<file path="src/sv/alr_pkg.sv">
package alr_pkg;

  localparam int MaxPoints  = 256;
  localparam int MaxSamples = 64;
  localparam int PtIdxW     = 8;
  localparam int CntW       = 9;
  localparam int LenW       = 34;

  localparam logic CfgSampleCount = 1'b0;
  localparam logic CfgClosedLoop  = 1'b1;

  typedef struct packed {
    logic signed [23:0] px;
    logic signed [23:0] py;
    logic signed [23:0] pz;
    logic               final_point;
  } in_req_t;

  typedef struct packed {
    logic signed [23:0] sx;
    logic signed [23:0] sy;
    logic signed [23:0] sz;
    logic [16:0]        param_t;
    logic [7:0]         seg_from;
    logic [7:0]         seg_to;
    logic [16:0]        blend;
    logic               too_short;
    logic               final_sample;
  } out_req_t;

  typedef struct packed {
    logic        start;
    logic [63:0] num;
    logic [33:0] den;
  } div_cmd_t;

endpackage

</file>
<file path="src/sv/alr_divider.sv">
// restoring divider, one quotient bit a cycle, 64-bit dividend
module alr_divider (
  input  logic              clk,
  input  logic              rst_n,
  input  alr_pkg::div_cmd_t cmd,
  output logic              busy,
  output logic [63:0]       quot
);

  logic [63:0] q_r;
  logic [34:0] rem_r;
  logic [33:0] den_r;
  logic [6:0]  cnt_r;
  logic [34:0] trial;
  logic [34:0] sub;

  assign trial = {rem_r[33:0], q_r[63]};
  assign sub   = trial - {1'b0, den_r};

  always_ff @(posedge clk) begin
    if (!rst_n) begin
      cnt_r <= '0;
    end else if (cmd.start) begin
      q_r   <= cmd.num;
      rem_r <= '0;
      den_r <= cmd.den;
      cnt_r <= 7'd64;
    end else if (cnt_r != 7'd0) begin
      if (!sub[34]) begin
        rem_r <= sub;
        q_r   <= {q_r[62:0], 1'b1};
      end else begin
        rem_r <= trial;
        q_r   <= {q_r[62:0], 1'b0};
      end
      cnt_r <= cnt_r - 7'd1;
    end
  end

  assign busy = (cnt_r != 7'd0);
  assign quot = q_r;

endmodule

</file>
<file path="config.mk">
export PLATFORM = sky130hd
export DESIGN_NAME = alr_divider
export DESIGN_NICKNAME = d
export VERILOG_FILES = /design/src/sv/alr_pkg.sv /design/src/sv/alr_divider.sv
export SDC_FILE = /design/constraint.sdc
export NUM_CORES = 1
export LEC_CHECK = 0
export BUFFER_PORTS_ARGS = -buffer_cell sky130_fd_sc_hd__buf_2
export CELL_PAD_IN_SITES_DETAIL_PLACEMENT = 1
export CELL_PAD_IN_SITES_GLOBAL_PLACEMENT = 2
export CORE_ASPECT_RATIO = 1.1
export CORE_MARGIN = 1.5
export CORE_UTILIZATION = 25
export DETAILED_ROUTE_END_ITERATION = 8
export PLACE_DENSITY = 0.68
export SKIP_CTS_REPAIR_TIMING = 1
export SYNTH_ARGS = -nofsm -noshare
export SYNTH_HDL_FRONTEND = slang
export SYNTH_SLANG_ARGS = --single-unit
</file>
<file path="constraint.sdc">
create_clock -name clk -period 3.84 [get_ports clk]
set_input_delay 0.384 -clock clk [delete_from_list [all_inputs] [get_ports clk]]
set_output_delay 0.384 -clock clk [all_outputs]
set_load 0.02 [all_outputs]
</file>
==> results.toml <==
[place]
dpl.hpwl_mm = 15.4
post-place-cells = 1160
gp_congestion = 0.755
portBuffers = 165

[global_route]
grt_antenna_before_repair = 2
gr-usage-all-layers_pct = 14.2
grt_pass1_vias = 6120
grt_max_degree = 66
grt_pass1_wl_mm = 34.0
gr-total-overflow = 0

[worst_hold_path]
hp-start = "cmd[4]"
min_path_type = "in -> reg"

[yosys]
synth_edf_count = 132
ys_async_sr_fraction_pct = 0
synthFlopType = "edfxtp_1"
ys_warn_count = 0
synth_cell_types = 54
seq_area_frac_synth_pct = 54.4
syn_area_sq_um = 7540
syn-num-nets = 780
syn_inst = 643
synth_seq_cells = 139
synth_area_per_cell_sq_um = 11.7

[finish]
final_cell_mix = "164 x buf_2, 132 x edfxtp_1, 65 x a21oi_1, 63 x mux2_2, 51 x o21ai_0"
num-nets-final = 947
regArea_sq_um = 4100
fillers = 3316
areaGrowthSynthToFinish_pct = 24.5
multi_input_area_sq_um = 3180
finalNonFillerCells = 1197
drive_gt1_share_pct = 34.3
final_common_cell = "buf_2"
antenna_cells = 0

[routing]
first_pass_iters = 4
vias = 5728
routed_wl_mm = 21.7
wl_per_cell_um = 18.2
postRouteAntennaNets = 0
via_per_inst = 4.79
drt_iter0_drc = 250
remaining_drc_errors = 0

[pwr]
ir_drop_v = 0.000236
p_leak_uw = 0.00380
power_density_nw_per_um2 = 655

[clocking]
cts.sinks = 139
htree_levels = 4
cts_tree = "done"
clk_path_buf_depth = 2
cts-buffers-inserted = 17
path_clk_slew_ns = 0.06
clock-root-buffer = "clkbuf_16"
insertion_delay_ns = 0.44

[floorplanning]
die-area_sq_um = 31200
fp.dieW_um = 169
start_util_pct = 25.4
io_pins = 166
die-height_um = 185
core_area_sq_um = 29600
fp-row-count = 66

[sta]
period_share_pct = 94.2
tns_ns = 0
tightest_slew_ns = 0.895
fin_worst_skew_ns = 0.0164
setup_viol = 0
max_clock_freq_mhz = 276
slew_headroom_pct = 40.3
fin_crit_ns = 3.62
hold_violations = 0
final_max_slew_viol_count = 0
rsz0062_at_grt = "false"

[critical_path]
crit_type = "reg -> reg"
start_kind = "flip-flop"
reg2reg_from = "quot[63]"
critPathRequiredTime_ns = 4.13
slowest_delay_ns = 0.55
cp_common_cell = "inv_1"
worstSetupEndpointType = "flip-flop"
worstPathCellList = "inv_1 -> ha_1 -> inv_1 -> fa_1 -> a21o_1 -> a311o_1 -> nand4_1 -> a21oi_1 -> o211a_1 -> o21a_4 -> a41o_4 -> or4_1 -> a21oi_2"
startpoint = "quot[63]"
cp_max_fo = 12
cp_data_arrival_time_ns = 3.91
slowest_stage = "or4_1"

[run]
max_cap_viol_count = 0

[run_status]
status = "finished, final reports clean"
sequential cells by signal, indices dropped and copies added (netlist names):
name / cells
cnt_r: 7
den_r: 34
rem_r: 34
quot: 64
synthesized netlist by cell type, types with 7 or more instances:
library cell | n | area [sq um]
nand2_1 | 31 | 116
nor2_1 | 28 | 105
a21oi_1 | 66 | 330
inv_1 | 41 | 154
xnor2_1 | 19 | 166
clkbuf_1 | 22 | 82.6
nand4_1 | 7 | 43.8
mux2_2 | 63 | 709
ha_1 | 35 | 438
a311oi_1 | 7 | 61.3
a21o_1 | 12 | 90.1
o21ai_0 | 51 | 255
edfxtp_1 | 132 | 3960
xor2_1 | 13 | 114
nand3_1 | 33 | 165
dfxtp_1 | 7 | 140
layout make-up:
| class | instances | share of cell area, % |
|---|---|---|
| sequential | 139 | 43.7 |
| multi-input combinational | 433 | 33.9 |
| clock inverter | 12 | 1.00 |
| clock buffer | 20 | 4.65 |
| tap | 374 | 4.99 |
| inverter | 41 | 1.64 |
| timing repair buffer | 178 | 10.1 |
metrics by stage:
step	hold WS [ns]	power (uW)	cell area, sq um	worst slack (ns)	util [%]
final	0.124	6140	9380	0.221	31.7
after global routing	0.109	6580	9380	0.0312	31.7
after CTS	0.0977	6200	9340	0.165	31.5
after detailed placement	0.467	4630	8810	0.189	29.7
after global placement	0.463	4610	8810	0.272	29.7
after floorplan	0.450	3910	7540	0.367	-
power breakdown:
| group | internal, uW | switching, uW | leakage, uW |
|---|---|---|---|
| registers | 2050 | 185 | 0.00133 |
| logic | 953 | 1420 | 0.00221 |
| clock network | 832 | 700 | 0.000251 |
| total | 3840 | 2310 | 0.00380 |
critical path, delay by kind of cell, from the launching register on:
| kind | cells | cell delay [ns] |
|---|---|---|
| AOI/OAI and AO/OA | 7 | 1.70 |
| adders and majority gates | 2 | 0.56 |
| buffers and inverters | 2 | 0.13 |
| DFF | 1 | 0.41 |
| and+or+nand+nor | 2 | 0.66 |
per-layer routing:
| metal | wire, um | up-vias | GRT usage [%] |
|---|---|---|---|
| li1 | - | 2758 | - |
| met1 | 9520 | 2768 | 17.1 |
| met2 | 10300 | 178 | 23.7 |
| met3 | 1620 | 22 | 5.00 |
| met4 | 278 | 2 | 4.71 |
| met5 | 10 | - | 0 |
cells by family after synthesis:
| logic type | count (synthesis) | share of synthesized area (%) |
|---|---|---|
| AO/OA/AOI/OAI | 172 | 14.3 |
| buffers and inverters | 72 | 3.73 |
| AND/OR/NAND/NOR | 129 | 8.33 |
| XOR/XNOR | 32 | 3.72 |
| multiplexers | 63 | 9.41 |
| adder cells (fa/ha/maj) | 36 | 6.07 |
| flip-flops | 139 | 54.4 |
path summary, 6_finish.rpt:
check / slack [ns] / cells past startpoint / end
worst max-delay path: 0.22 / 13 / rem_r[11]
worst min-delay path: 0.12 / 1 / den_r[4]
worst max register to register: 0.22 / 13 / rem_r[11]
worst min register to register: 0.47 / 2 / cnt_r[6]
Note: power is estimated with default switching activity, not from simulation.
